$ cat src/rtl/hae_pkg.sv
// shared types and constants of the histogram auto exposure block
// no dependencies; imported by every other rtl file
`default_nettype none

package hae_pkg;

	localparam int BINS_DEFAULT = 64;
	localparam int FIFO_DEPTH   = 2;
	localparam int REGIONS      = 5;

	localparam int COUNT_W  = 24;
	localparam int VAL_W    = 16;
	localparam int TOTAL_W  = 32;
	localparam int WSUM_W   = 35;
	localparam int SETTLE_W = 4;
	localparam int CFG_IDX_W = 3;
	localparam int ADJ_W    = 2;

	// mean sample value band edges, scaled by ten
	localparam int MSV_LO_X10 = 23;
	localparam int MSV_HI_X10 = 27;
	localparam int MSV_SCALE  = 10;

	// register reset values
	localparam logic [VAL_W-1:0]    EXP_LO_RST  = 16'd1;
	localparam logic [VAL_W-1:0]    EXP_HI_RST  = 16'd65535;
	localparam logic [VAL_W-1:0]    GAIN_LO_RST = 16'd100;
	localparam logic [VAL_W-1:0]    GAIN_HI_RST = 16'd65535;
	localparam logic [VAL_W-1:0]    STEP_RST    = 16'd30;
	localparam logic [SETTLE_W-1:0] SETTLE_RST  = 4'd2;

	typedef enum logic [CFG_IDX_W-1:0] {
		REG_EXP_LO  = 3'd0,
		REG_EXP_HI  = 3'd1,
		REG_GAIN_LO = 3'd2,
		REG_GAIN_HI = 3'd3,
		REG_STEP    = 3'd4,
		REG_SETTLE  = 3'd5
	} cfg_reg_t;

	typedef enum logic [ADJ_W-1:0] {
		ADJ_NONE   = 2'd0,
		ADJ_BRIGHT = 2'd1,
		ADJ_DARK   = 2'd2
	} adj_t;

	typedef struct packed {
		logic [VAL_W-1:0] exp_lo;
		logic [VAL_W-1:0] exp_hi;
		logic [VAL_W-1:0] gain_lo;
		logic [VAL_W-1:0] gain_hi;
		logic [VAL_W-1:0] step;
	} limits_t;

	// one finished frame handed from front to back
	typedef struct packed {
		logic [TOTAL_W-1:0] total;
		logic [WSUM_W-1:0]  wsum;
		logic [VAL_W-1:0]   exposure;
		logic [VAL_W-1:0]   gain;
	} frame_t;

	typedef struct packed {
		logic full;
		logic empty;
	} q_stat_t;

endpackage

`default_nettype wire

$ cat src/rtl/hae_if.sv
// valid/ready channel interfaces for histogram bins and exposure results
// depends on hae_pkg
`default_nettype none

interface hae_bin_if import hae_pkg::*; ();
	logic               valid;
	logic               ready;
	logic [COUNT_W-1:0] bin_count;
	logic               last_bin;
	logic [VAL_W-1:0]   current_exposure;
	logic [VAL_W-1:0]   current_gain;

	modport source (output valid, bin_count, last_bin, current_exposure, current_gain,
		input ready);
	modport sink (input valid, bin_count, last_bin, current_exposure, current_gain,
		output ready);
endinterface

interface hae_res_if import hae_pkg::*; ();
	logic             valid;
	logic             ready;
	logic [VAL_W-1:0] new_exposure;
	logic [VAL_W-1:0] new_gain;
	logic [ADJ_W-1:0] adjustment;

	modport source (output valid, new_exposure, new_gain, adjustment, input ready);
	modport sink (input valid, new_exposure, new_gain, adjustment, output ready);
endinterface

`default_nettype wire

$ cat src/rtl/hae_front.sv
// front end: accepts bins, accumulates total and region-weighted sums, handles settle
// skipping and pushes one record per unskipped frame; depends on hae_pkg, hae_if
`default_nettype none

module hae_front import hae_pkg::*; #(
	parameter int BINS = BINS_DEFAULT
) (
	input  wire logic          clk,
	input  wire logic          arst_n,
	input  wire logic [SETTLE_W-1:0] settle_frames,
	hae_bin_if.sink            bin_ch,
	input  wire q_stat_t       q_stat,
	output logic               push,
	output frame_t             push_data
);

	localparam int RS   = BINS / REGIONS;
	localparam int PW   = $clog2(BINS + 1);
	localparam int CW   = $clog2(RS + 1);
	localparam int RGW  = 3;
	localparam int INCW = COUNT_W + RGW;

	logic [PW-1:0]       pos_q;
	logic [CW-1:0]       cnt_q;
	logic [RGW-1:0]      region_q;
	logic [TOTAL_W-1:0]  total_q;
	logic [WSUM_W-1:0]   wsum_q;
	logic [SETTLE_W-1:0] skip_q;

	logic                accept;
	logic                in_range;
	logic [RGW-1:0]      weight;
	logic [INCW-1:0]     inc;
	logic [TOTAL_W:0]    total_add;
	logic [WSUM_W:0]     wsum_add;
	logic [TOTAL_W-1:0]  total_next;
	logic [WSUM_W-1:0]   wsum_next;

	assign bin_ch.ready = !q_stat.full;
	assign accept       = bin_ch.valid && bin_ch.ready;

	// weight of the current bin: region plus one, zero past the five regions
	assign in_range = pos_q < PW'(BINS);
	assign weight   = (in_range && region_q < RGW'(REGIONS)) ? region_q + RGW'(1) : '0;
	assign inc      = INCW'(bin_ch.bin_count) * INCW'(weight);

	// saturating accumulation
	assign total_add  = {1'b0, total_q} + (TOTAL_W+1)'(bin_ch.bin_count);
	assign total_next = total_add[TOTAL_W] ? '1 : total_add[TOTAL_W-1:0];
	assign wsum_add   = {1'b0, wsum_q} + (WSUM_W+1)'(inc);
	assign wsum_next  = wsum_add[WSUM_W] ? '1 : wsum_add[WSUM_W-1:0];

	// frame record for the back end
	assign push               = accept && bin_ch.last_bin && skip_q == '0;
	assign push_data.total    = total_next;
	assign push_data.wsum     = wsum_next;
	assign push_data.exposure = bin_ch.current_exposure;
	assign push_data.gain     = bin_ch.current_gain;

	// position, region tracking and sums
	always_ff @(posedge clk or negedge arst_n) begin
		if (!arst_n) begin
			pos_q    <= '0;
			cnt_q    <= '0;
			region_q <= '0;
			total_q  <= '0;
			wsum_q   <= '0;
			skip_q   <= '0;
		end else if (accept) begin
			if (bin_ch.last_bin) begin
				pos_q    <= '0;
				cnt_q    <= '0;
				region_q <= '0;
				total_q  <= '0;
				wsum_q   <= '0;
				if (skip_q != '0) begin
					skip_q <= skip_q - SETTLE_W'(1);
				end else begin
					skip_q <= settle_frames;
				end
			end else begin
				total_q <= total_next;
				wsum_q  <= wsum_next;
				if (in_range) begin
					pos_q <= pos_q + PW'(1);
					if (cnt_q == CW'(RS - 1)) begin
						cnt_q <= '0;
						if (region_q < RGW'(REGIONS)) begin
							region_q <= region_q + RGW'(1);
						end
					end else begin
						cnt_q <= cnt_q + CW'(1);
					end
				end
			end
		end
	end

endmodule

`default_nettype wire

$ cat src/rtl/hae_fifo.sv
// short frame record queue between front and back end
// depends on hae_pkg
`default_nettype none

module hae_fifo import hae_pkg::*; #(
	parameter int DEPTH = FIFO_DEPTH
) (
	input  wire logic   clk,
	input  wire logic   arst_n,
	input  wire logic   push,
	input  wire frame_t push_data,
	input  wire logic   pop,
	output frame_t      pop_data,
	output q_stat_t     q_stat
);

	localparam int AW = (DEPTH > 1) ? $clog2(DEPTH) : 1;
	localparam int NW = $clog2(DEPTH + 1);

	frame_t        slot_q [DEPTH];
	logic [AW-1:0] wr_q;
	logic [AW-1:0] rd_q;
	logic [NW-1:0] fill_q;

	assign q_stat.full  = fill_q == NW'(DEPTH);
	assign q_stat.empty = fill_q == '0;
	assign pop_data     = slot_q[rd_q];

	// storage
	always_ff @(posedge clk) begin
		if (push) begin
			slot_q[wr_q] <= push_data;
		end
	end

	// pointers and fill level
	always_ff @(posedge clk or negedge arst_n) begin
		if (!arst_n) begin
			wr_q   <= '0;
			rd_q   <= '0;
			fill_q <= '0;
		end else begin
			if (push) begin
				wr_q <= (wr_q == AW'(DEPTH - 1)) ? '0 : wr_q + AW'(1);
			end
			if (pop) begin
				rd_q <= (rd_q == AW'(DEPTH - 1)) ? '0 : rd_q + AW'(1);
			end
			if (push && !pop) begin
				fill_q <= fill_q + NW'(1);
			end else if (pop && !push) begin
				fill_q <= fill_q - NW'(1);
			end
		end
	end

endmodule

`default_nettype wire

$ cat src/rtl/hae_back.sv
// back end: brightness test, exposure/gain step and clamping, result register
// depends on hae_pkg, hae_if
`default_nettype none

module hae_back import hae_pkg::*; (
	input  wire logic    clk,
	input  wire logic    arst_n,
	input  wire limits_t limits,
	input  wire q_stat_t q_stat,
	input  wire frame_t  pop_data,
	output logic         pop,
	hae_res_if.source    res_ch
);

	localparam int NUMW = WSUM_W + 4;
	localparam int SW   = VAL_W + 2;

	// stage 1: scaled products
	logic                 v_s1;
	logic [NUMW-1:0]      num10_s1;
	logic [NUMW-1:0]      tlo_s1;
	logic [NUMW-1:0]      thi_s1;
	logic                 tzero_s1;
	logic [VAL_W-1:0]     exp_s1;
	logic [VAL_W-1:0]     gain_s1;

	// stage 2: band decision and candidate steps
	logic                 v_s2;
	adj_t                 adj_s2;
	logic signed [SW-1:0] exp_s2;
	logic signed [SW-1:0] gain_s2;
	logic signed [SW-1:0] exp_up_s2;
	logic signed [SW-1:0] exp_dn_s2;
	logic signed [SW-1:0] gain_up_s2;
	logic signed [SW-1:0] gain_dn_s2;
	logic                 exp_at_max_s2;
	logic                 gain_off_min_s2;

	// result register
	logic                 out_v_q;
	logic [VAL_W-1:0]     new_exp_q;
	logic [VAL_W-1:0]     new_gain_q;
	adj_t                 adj_q;

	logic                 en_out;
	logic                 en_s2;
	logic                 en_s1;
	adj_t                 adj_c;
	logic signed [SW-1:0] step_c;
	logic signed [SW-1:0] e_c;
	logic signed [SW-1:0] g_c;
	logic signed [SW-1:0] emin_c;
	logic signed [SW-1:0] emax_c;
	logic signed [SW-1:0] gmin_c;
	logic signed [SW-1:0] gmax_c;
	logic signed [SW-1:0] e_sel;
	logic signed [SW-1:0] g_sel;
	logic signed [SW-1:0] e_clamp;
	logic signed [SW-1:0] g_clamp;

	// stall chain
	assign en_out = !out_v_q || res_ch.ready;
	assign en_s2  = !v_s2 || en_out;
	assign en_s1  = !v_s1 || en_s2;
	assign pop    = en_s1 && !q_stat.empty;

	assign res_ch.valid        = out_v_q;
	assign res_ch.new_exposure = new_exp_q;
	assign res_ch.new_gain     = new_gain_q;
	assign res_ch.adjustment   = adj_q;

	// stage 1 products
	always_ff @(posedge clk) begin
		if (pop) begin
			num10_s1 <= NUMW'(pop_data.wsum) * NUMW'(MSV_SCALE);
			tlo_s1   <= NUMW'(pop_data.total) * NUMW'(MSV_LO_X10);
			thi_s1   <= NUMW'(pop_data.total) * NUMW'(MSV_HI_X10);
			tzero_s1 <= pop_data.total == '0;
			exp_s1   <= pop_data.exposure;
			gain_s1  <= pop_data.gain;
		end
	end

	// band decision
	always_comb begin
		adj_c = ADJ_NONE;
		if (!tzero_s1) begin
			if (num10_s1 < tlo_s1) begin
				adj_c = ADJ_BRIGHT;
			end else if (num10_s1 > thi_s1) begin
				adj_c = ADJ_DARK;
			end
		end
	end

	assign step_c = SW'(limits.step);
	assign e_c    = SW'(exp_s1);
	assign g_c    = SW'(gain_s1);

	always_ff @(posedge clk) begin
		if (en_s2 && v_s1) begin
			adj_s2          <= adj_c;
			exp_s2          <= e_c;
			gain_s2         <= g_c;
			exp_up_s2       <= e_c + step_c;
			exp_dn_s2       <= e_c - step_c;
			gain_up_s2      <= g_c + step_c;
			gain_dn_s2      <= g_c - step_c;
			exp_at_max_s2   <= exp_s1 == limits.exp_hi;
			gain_off_min_s2 <= gain_s1 != limits.gain_lo;
		end
	end

	// step selection
	assign emin_c = SW'(limits.exp_lo);
	assign emax_c = SW'(limits.exp_hi);
	assign gmin_c = SW'(limits.gain_lo);
	assign gmax_c = SW'(limits.gain_hi);

	always_comb begin
		e_sel = exp_s2;
		g_sel = gain_s2;
		case (adj_s2)
			ADJ_BRIGHT: begin
				e_sel = exp_up_s2;
				if (exp_up_s2 >= emax_c) begin
					g_sel = gain_up_s2;
				end
			end
			ADJ_DARK: begin
				if (exp_at_max_s2 && gain_off_min_s2) begin
					g_sel = gain_dn_s2;
				end else begin
					e_sel = exp_dn_s2;
				end
			end
			default: begin
				e_sel = exp_s2;
				g_sel = gain_s2;
			end
		endcase
	end

	// clamp: maximum first, then minimum
	assign e_clamp = (e_sel > emax_c) ? emax_c : ((e_sel < emin_c) ? emin_c : e_sel);
	assign g_clamp = (g_sel > gmax_c) ? gmax_c : ((g_sel < gmin_c) ? gmin_c : g_sel);

	always_ff @(posedge clk) begin
		if (en_out && v_s2) begin
			new_exp_q  <= e_clamp[VAL_W-1:0];
			new_gain_q <= g_clamp[VAL_W-1:0];
			adj_q      <= adj_s2;
		end
	end

	// stage valids
	always_ff @(posedge clk or negedge arst_n) begin
		if (!arst_n) begin
			v_s1    <= 1'b0;
			v_s2    <= 1'b0;
			out_v_q <= 1'b0;
		end else begin
			if (en_s1) begin
				v_s1 <= pop;
			end
			if (en_s2) begin
				v_s2 <= v_s1;
			end
			if (en_out) begin
				out_v_q <= v_s2;
			end
		end
	end

endmodule

`default_nettype wire

$ cat src/rtl/histogram_auto_exposure.sv
// Histogram auto exposure: takes one luminance histogram bin per cycle on bin_ch
// while the queue has room and, at the last bin of each frame that is not being
// skipped, returns one exposure/gain update on res_ch. The end-of-frame record goes
// through a two-entry queue into a three-stage back end (products, band test, step and
// clamp). bin_ch stalls only while the queue holds two frames not yet taken by the
// back end. The user must write registers through cfg_we/cfg_index/cfg_data only while
// no frame is in flight; the block itself does not enforce this.
// depends on hae_pkg, hae_if, hae_front, hae_fifo, hae_back
`default_nettype none

module histogram_auto_exposure import hae_pkg::*; #(
	parameter int BINS = BINS_DEFAULT
) (
	input  wire logic                 clk,
	input  wire logic                 arst_n,
	input  wire logic                 cfg_we,
	input  wire logic [CFG_IDX_W-1:0] cfg_index,
	input  wire logic [VAL_W-1:0]     cfg_data,
	hae_bin_if.sink                   bin_ch,
	hae_res_if.source                 res_ch
);

	limits_t             limits_q;
	logic [SETTLE_W-1:0] settle_q;
	q_stat_t             q_stat;
	logic                push;
	logic                pop;
	frame_t              push_data;
	frame_t              pop_data;

	// configuration registers
	always_ff @(posedge clk or negedge arst_n) begin
		if (!arst_n) begin
			limits_q.exp_lo  <= EXP_LO_RST;
			limits_q.exp_hi  <= EXP_HI_RST;
			limits_q.gain_lo <= GAIN_LO_RST;
			limits_q.gain_hi <= GAIN_HI_RST;
			limits_q.step    <= STEP_RST;
			settle_q         <= SETTLE_RST;
		end else if (cfg_we) begin
			case (cfg_reg_t'(cfg_index))
				REG_EXP_LO:  limits_q.exp_lo  <= (cfg_data == '0) ? EXP_LO_RST : cfg_data;
				REG_EXP_HI:  limits_q.exp_hi  <= cfg_data;
				REG_GAIN_LO: limits_q.gain_lo <= (cfg_data == '0) ? GAIN_LO_RST : cfg_data;
				REG_GAIN_HI: limits_q.gain_hi <= cfg_data;
				REG_STEP:    limits_q.step    <= cfg_data;
				REG_SETTLE:  settle_q         <= cfg_data[SETTLE_W-1:0];
				default: begin
				end
			endcase
		end
	end

	hae_front #(
		.BINS (BINS)
	) u_front (
		.clk           (clk),
		.arst_n        (arst_n),
		.settle_frames (settle_q),
		.bin_ch        (bin_ch),
		.q_stat        (q_stat),
		.push          (push),
		.push_data     (push_data)
	);

	hae_fifo #(
		.DEPTH (FIFO_DEPTH)
	) u_fifo (
		.clk       (clk),
		.arst_n    (arst_n),
		.push      (push),
		.push_data (push_data),
		.pop       (pop),
		.pop_data  (pop_data),
		.q_stat    (q_stat)
	);

	hae_back u_back (
		.clk      (clk),
		.arst_n   (arst_n),
		.limits   (limits_q),
		.q_stat   (q_stat),
		.pop_data (pop_data),
		.pop      (pop),
		.res_ch   (res_ch)
	);

endmodule

`default_nettype wire

$ cat src/flat_wrapper.sv
// flat-port wrapper written by rule: the top's interface ports become plain ports
module histogram_auto_exposure_flat import hae_pkg::*;
#(
	parameter int BINS = BINS_DEFAULT
)
  (clk, arst_n, cfg_we, cfg_index, cfg_data, bin_ch_valid, bin_ch_bin_count, bin_ch_last_bin, bin_ch_current_exposure, bin_ch_current_gain, bin_ch_ready, res_ch_valid, res_ch_new_exposure, res_ch_new_gain, res_ch_adjustment, res_ch_ready);
  hae_bin_if bin_ch_i ();
  hae_res_if res_ch_i ();
  input  wire logic clk;
  input  wire logic arst_n;
  input  wire logic cfg_we;
  input  wire logic [CFG_IDX_W-1:0] cfg_index;
  input  wire logic [VAL_W-1:0] cfg_data;
  input wire logic [$bits(bin_ch_i.valid)-1:0] bin_ch_valid;
  input wire logic [$bits(bin_ch_i.bin_count)-1:0] bin_ch_bin_count;
  input wire logic [$bits(bin_ch_i.last_bin)-1:0] bin_ch_last_bin;
  input wire logic [$bits(bin_ch_i.current_exposure)-1:0] bin_ch_current_exposure;
  input wire logic [$bits(bin_ch_i.current_gain)-1:0] bin_ch_current_gain;
  output wire logic [$bits(bin_ch_i.ready)-1:0] bin_ch_ready;
  output wire logic [$bits(res_ch_i.valid)-1:0] res_ch_valid;
  output wire logic [$bits(res_ch_i.new_exposure)-1:0] res_ch_new_exposure;
  output wire logic [$bits(res_ch_i.new_gain)-1:0] res_ch_new_gain;
  output wire logic [$bits(res_ch_i.adjustment)-1:0] res_ch_adjustment;
  input wire logic [$bits(res_ch_i.ready)-1:0] res_ch_ready;
  assign bin_ch_i.valid = bin_ch_valid;
  assign bin_ch_i.bin_count = bin_ch_bin_count;
  assign bin_ch_i.last_bin = bin_ch_last_bin;
  assign bin_ch_i.current_exposure = bin_ch_current_exposure;
  assign bin_ch_i.current_gain = bin_ch_current_gain;
  assign bin_ch_ready = bin_ch_i.ready;
  assign res_ch_valid = res_ch_i.valid;
  assign res_ch_new_exposure = res_ch_i.new_exposure;
  assign res_ch_new_gain = res_ch_i.new_gain;
  assign res_ch_adjustment = res_ch_i.adjustment;
  assign res_ch_i.ready = res_ch_ready;
  histogram_auto_exposure #(.BINS(BINS)) u_core (.clk(clk), .arst_n(arst_n), .cfg_we(cfg_we), .cfg_index(cfg_index), .cfg_data(cfg_data), .bin_ch(bin_ch_i), .res_ch(res_ch_i));
endmodule
$ cat config.mk
export PLATFORM = sky130hd
export DESIGN_NAME = histogram_auto_exposure_flat
export DESIGN_NICKNAME = d
export VERILOG_FILES = /design/src/rtl/hae_pkg.sv /design/src/rtl/hae_if.sv /design/src/rtl/hae_front.sv /design/src/rtl/hae_fifo.sv /design/src/rtl/hae_back.sv /design/src/rtl/histogram_auto_exposure.sv /design/src/flat_wrapper.sv
export SDC_FILE = /design/constraint.sdc
export NUM_CORES = 2
export LEC_CHECK = 0
export ABC_CLOCK_PERIOD_IN_PS = 26800
export CAP_MARGIN = 20
export CORE_ASPECT_RATIO = 1.75
export CORE_MARGIN = 3
export CORE_UTILIZATION = 50
export DETAILED_ROUTE_END_ITERATION = 10
export DONT_BUFFER_PORTS = 1
export PLACE_DENSITY_LB_ADDON = 0.08
export SETUP_SLACK_MARGIN = 0.05
export SYNTH_ARGS = -nofsm -noshare
export SYNTH_HDL_FRONTEND = slang
export SYNTH_HIERARCHICAL = 1
export SYNTH_SLANG_ARGS = --single-unit
$ cat constraint.sdc
create_clock -name clk -period 26.8 [get_ports clk]
set_input_delay 2.68 -clock clk [delete_from_list [all_inputs] [get_ports clk]]
set_output_delay 2.68 -clock clk [all_outputs]
set_load 0.03 [all_outputs]
Word level (Yosys, flattened, before mapping)

Memory sizes are Yosys's and may differ from the RTL's.
Cells that the tools add are included.

$add $sub $neg: 14
Multiply operators: 4
Divide/modulo/power cells: 0
Order comparisons: 9
Equal/unequal tests: 11
Shift-type cells: 0
Muxes and demuxes: 34
Bitwise logic cells: 0
Reduce and logical (&&, ||, !) cells: 40

Operators with widths:

| cell                  | number |
|---|---|
| $mux 16               | 6 |
| $mul 32x5->37 const B | 2 |
| $pmux 18 s2           | 2 |
| $mux 35               | 2 |
| $mux 32               | 2 |
| $mux 18               | 3 |
| $gt 39x37->1          | 1 |
| $lt 39x37->1          | 1 |
| $mul 35x3->38 const B | 1 |
| $add 35x27->36        | 1 |
| $gt 18x17->1          | 2 |
| $lt 18x17->1          | 2 |
| $add 16x16->17        | 2 |
| $sub 16x16->17        | 2 |
| $add 32x24->33        | 1 |
| $logic_not 32->1      | 1 |
| $mul 24x3->27         | 1 |
| $ge 18x17->1          | 1 |
| $eq 16x16->1          | 1 |
| $logic_not 16->1      | 1 |
| $mux 4                | 4 |
| $ne 16x16->1          | 1 |
| $reduce_and 2->1      | 8 |
| $mux 3                | 5 |
| other kinds (28)      | 59 |

Bits in registers: 463
Latch bits: 0
Bits in writable memories: 198
Memory bits (read-only): 0
Input bits: 81
Output and inout bits: 36
Word-level logic and storage cells: 150
Memories: 1

Memories:

| name                 | words | width | read ports | clocked after memory_dff | write ports | RTL line       | RTL |
|---|---|---|---|---|---|---|---|
| u_core.u_fifo.slot_q | 2     | 99    | 1          | 0                        | 1           | hae_fifo.sv:20 | `frame_t slot_q [DEPTH];` |

Depth between registers and ports, before layout

Word-level depth: 9
Mapped depth: 25
Gate-level depth less buffers: 21

Hierarchy

The synthesis kept the hierarchy.

Modules (own cells, without submodules):

| module                  | times used | cells each | area an instance (um^2) |
|---|---|---|---|
| hae_back                | 1          | 2585       | 26335.3 |
| hae_front               | 1          | 1062       | 8894.8 |
| hae_fifo                | 1          | 324        | 7830.0 |
| histogram_auto_exposure | 1          | 202        | 3269.4 |

Worst setup path after synthesis

OpenSTA, ideal clock, no wires.

Kind: input to register
Start point: input port res_ch_ready
End point: register u_core.u_fifo.fill_q[1]
Setup time: 0.079 ns
Data arrival time: 10.957 ns
Data required time: 26.721 ns
Slack: 15.764 ns
Stages on the path: 7
Cell sequence: nand2b_1 -> nor2_1 -> a21oi_1 -> inv_1 -> ha_1 -> nor2_1 -> xor2_1

Cells in the longest elaborated chain, start to end: 7
Elaborated cells on any way between the ends: 9
Classes of those cells: 1 x mux; 8 x reduce/logical

Ends and longest elaborated chain:

| item                                        | RTL line                      | RTL |
|---|---|---|
| start: declaration                          | flat_wrapper.sv:24            | `input wire logic [$bits(res_ch_i.ready)-1:0] res_ch_ready;` |
| $logic_or 1x1->1 *                          | hae_back.sv:62                | `assign en_out = !out_v_q \|\| res_ch.ready;` |
| $logic_or 1x1->1 *                          | hae_back.sv:63                | `assign en_s2 = !v_s2 \|\| en_out;` |
| $logic_or 1x1->1 *                          | hae_back.sv:64                | `assign en_s1 = !v_s1 \|\| en_s2;` |
| $logic_and 1x1->1 *                         | hae_back.sv:65                | `assign pop = en_s1 && !q_stat.empty;` |
| net u_core.pop                              | histogram_auto_exposure.sv:27 | `logic pop;` |
| $logic_not 1->1                             | hae_fifo.sv:49                | `if (push && !pop) begin` |
| $logic_and 1x1->1                           | hae_fifo.sv:49                |  |
| $mux 2 or $reduce_bool 2->1 (tied branches) | --                            |  |
| end signal: assignment                      | hae_fifo.sv:50                | `fill_q <= fill_q + NW'(1);` |
| end signal: assignment                      | hae_fifo.sv:52                | `fill_q <= fill_q - NW'(1);` |
| end: declaration                            | hae_fifo.sv:23                | `logic [NW-1:0] fill_q;` |

Mark *: on every way through the listed nets, which the timed path passes. The rest lies on a longest branch.
A chain may end at the register's enable or synchronous reset.

==> run metrics <==
Clock Latency Late Sink 650 ps; critical path arrival 7490 ps; Syn-to-layout area delta 7.23%; post-synthesis cell type count 97; Root Buffer clkbuf_16; dpl hpwl 91,200 um; final setup fails 0; unrepaired setup endpoints after global routing false; worst hold path type flip-flop to flip-flop; area post-placement 47,200 um2; syn_nets 4,922; R2R Path End u_core/u_back/tlo_s1[36]; Worst R2R Setup Slack 19,690 ps; All-Layer GR Usage 0.242; Hold EP u_core/u_back/res_ch.valid; Seq cells post-synth 653; core footprint 91,800 um2; Primary FF master, synth edfxtp_1; # nets final 4,888; Final ANT Viol Nets 0; Tmin final 7110 ps; Crit. Startpoint u_core/u_fifo/rd_q; Layout Utilization 0.541; Reg-to-Reg Start u_core/u_fifo/rd_q; Setup crit end kind flip-flop; Final Hold Viols 0; Post-synth EDFFs 477; hold path start u_core/u_back/v_s2; Die H 409 um; CTS tree done; Least-Margin Pin Slew 1010 ps; CTS clock-pin slew for the worst setup and hold paths 60 ps; # hold bufs at CTS 0; synth warn 6; post-cts resize count 0; Fin Setup TNS 0 ps; layout cells sized above 1 0.102; via count 30,200; Detailed Route Iter0 Violations 1,321; first drt pass iteration count 5; Cell Chain, Critical Path buf_4 -> buf_4 -> mux2_4 -> inv_1 -> fa_1 -> inv_1 -> fa_1 -> ha_1 -> nand3_1 -> nor3_1 -> or3b_2 -> a211oi_1 -> o211ai_1 -> o211ai_1 -> a31o_2 -> a21oi_1 -> xnor2_1; input/output buffers 0; Hold Path Stages 2; initial antenna violation count 1; Starting Density 0.505; H-tree Lvls 3; placer congestion estimate 0.903; Setup Skew 24.0 ps; startpoint types flip-flop; WP data required 27,190 ps; design area 49,700 um2; crit-path leading delay family compound AO/OA/AOI/OAI gates; largest net degree at the start of global routing 177; Critical Path Fanout Max 43; fin crit share 0.265; num rows 147; first-pass GRT wire length 180,000 um; die footprint 96,500 um2; Horiz. Die Dim 236 um; CP Class flip-flop to flip-flop; Max-Cap Viols 0; Vias/cell 5.61; sequential fraction of the synthesis area 0.405; drc violations 0; Cell Area, Synth 46,300 um2; Total Wirelength 115,000 um; clock sink total 653; Max Fclk 141 MHz; slowest stage delay, CP 880 ps; cells after synthesis 4,173; WL/cell 21.4 um; vias in the first global route 32,400; Slew HR 0.330; Final Max Tran Viols 0; CP Buf/Inv Count 4; Post-CTS Setup Inserts 0; Clock Path Buffers 3; Num CTS Buffers 70; fraction of registers with async set/reset 0.270; Syn Area/Cell 11.1 um2; gr ovfl total 0; Register-to-Register Path Depth 17; Critical Path Slowest Stage Cell dfrtp_4; I/O pins 117; status finished clean
[cell usage in the layout (no fill, tap or decap), types with 100 or more instances in the layout]
master | Yosys | layout
mux2_4 | 100 | 100
xnor2_1 | 151 | 151
and2_1 | 107 | 104
a21oi_1 | 239 | 237
inv_1 | 617 | 617
dfrtp_1 | 135 | 134
ha_1 | 500 | 500
a21o_1 | 118 | 118
nand2_1 | 203 | 202
nor2_1 | 140 | 138
o21ai_0 | 119 | 119
fa_1 | 168 | 168
edfxtp_1 | 477 | 477
[Yosys cell counts, drive strengths merged (17+ instances only)]
library cell,count,share of area
a221o,36,0.0078
a31oi,45,0.0061
buf,80,0.015
a21o,118,0.019
edfxtp,477,0.31
a21oi,244,0.027
dfrtp,135,0.073
clkbuf,63,0.0051
a22o,61,0.012
dfstp,41,0.023
o21a,30,0.0049
fa,168,0.073
nand2b,36,0.0049
mux2,179,0.052
xnor2,151,0.029
o21bai,32,0.0052
a311o,17,0.0037
nand2,203,0.016
nor2,140,0.011
nor3,46,0.0053
nor2b,44,0.0059
and2,109,0.015
ha,500,0.14
and3,43,0.0059
nand3,37,0.0041
xor2,78,0.015
a211oi,36,0.0059
nand4,53,0.0072
inv,617,0.050
o211ai,22,0.0037
o21ai,137,0.015
[tightest hold or removal path: cells and delay by family, from the launching register on]
| kind | cells | cell delay [ps] |
|---|---|---|
| buffers and inverters | 1 | 60 |
| DFF | 1 | 330 |
| and+or+nand+nor | 1 | 50 |
[through the flow]
step / std cells / hold WS, ps / setup WS (ps)
final: 5390 / 467 / 19690
after global placement: 5257 / 452 / 19670
after global routing: 5390 / 519 / 19270
after detailed placement: 5257 / 452 / 19590
after CTS: 5386 / 467 / 19590
after floorplan: 4173 / 439 / 15760
[registers in the layout (all words and copies together), names as in the netlist, 17 cells and up]
name                      cells
u_core/limits_q              80
u_core/u_back/exp_up_s2      17
u_core/u_back/gain_dn_s2     17
u_core/u_back/num10_s1       38
u_core/u_back/thi_s1         37
u_core/u_back/tlo_s1         35
u_core/u_fifo/slot_q        198
u_core/u_front/total_q       32
u_core/u_front/wsum_q        35
[routing by layer]
layer / vias to the layer above / wire length [um] / track usage
met1: 14700 / 39400 / 0.232
met2: 556 / 65000 / 0.483
met5: - / 0 / 0
met3: 268 / 3530 / 0.0276
met4: 0 / 7430 / 0.143
li1: 14700 / - / -
[cells by family (layout without fill, tap and decap cells)]
logic type	Yosys count	count (layout)	synth area share
XOR/XNOR	229	229	0.0433
AND/OR/NAND/NOR	786	786	0.0886
multiplexers	179	179	0.0516
buffers and inverters	760	783	0.0704
other	0	2	0
adder cells (fa/ha/maj)	668	668	0.208
AO/OA/AOI/OAI	898	898	0.133
flip-flops	653	653	0.405
[worst max path at each step]
stage | depth (start not counted) | to
2_1_floorplan | 7 | u_core/u_fifo/fill_q[1]
3_3_place_gp | 20 | u_core/u_back/thi_s1[36]
3_5_place_dp | 14 | u_core/u_front/wsum_q[18]
4_1_cts | 17 | u_core/u_back/tlo_s1[36]
5_1_grt | 17 | u_core/u_back/tlo_s1[36]
6_report | 17 | u_core/u_back/tlo_s1[36]
[layout make-up]
cell class / count / area, um2
fill: 8084 / 42100
multi-input combinational: 2760 / 24400
sequential: 653 / 18800
inverter: 617 / 2320
clock buffer: 91 / 1930
tap: 1192 / 1490
clock inverter: 38 / 512
timing repair buffer: 37 / 282
antenna: 2 / 5.00
Power is left out: the tool's default activity adds up to more than one toggle a clock period on the data nets, which glitch-free logic cannot reach.
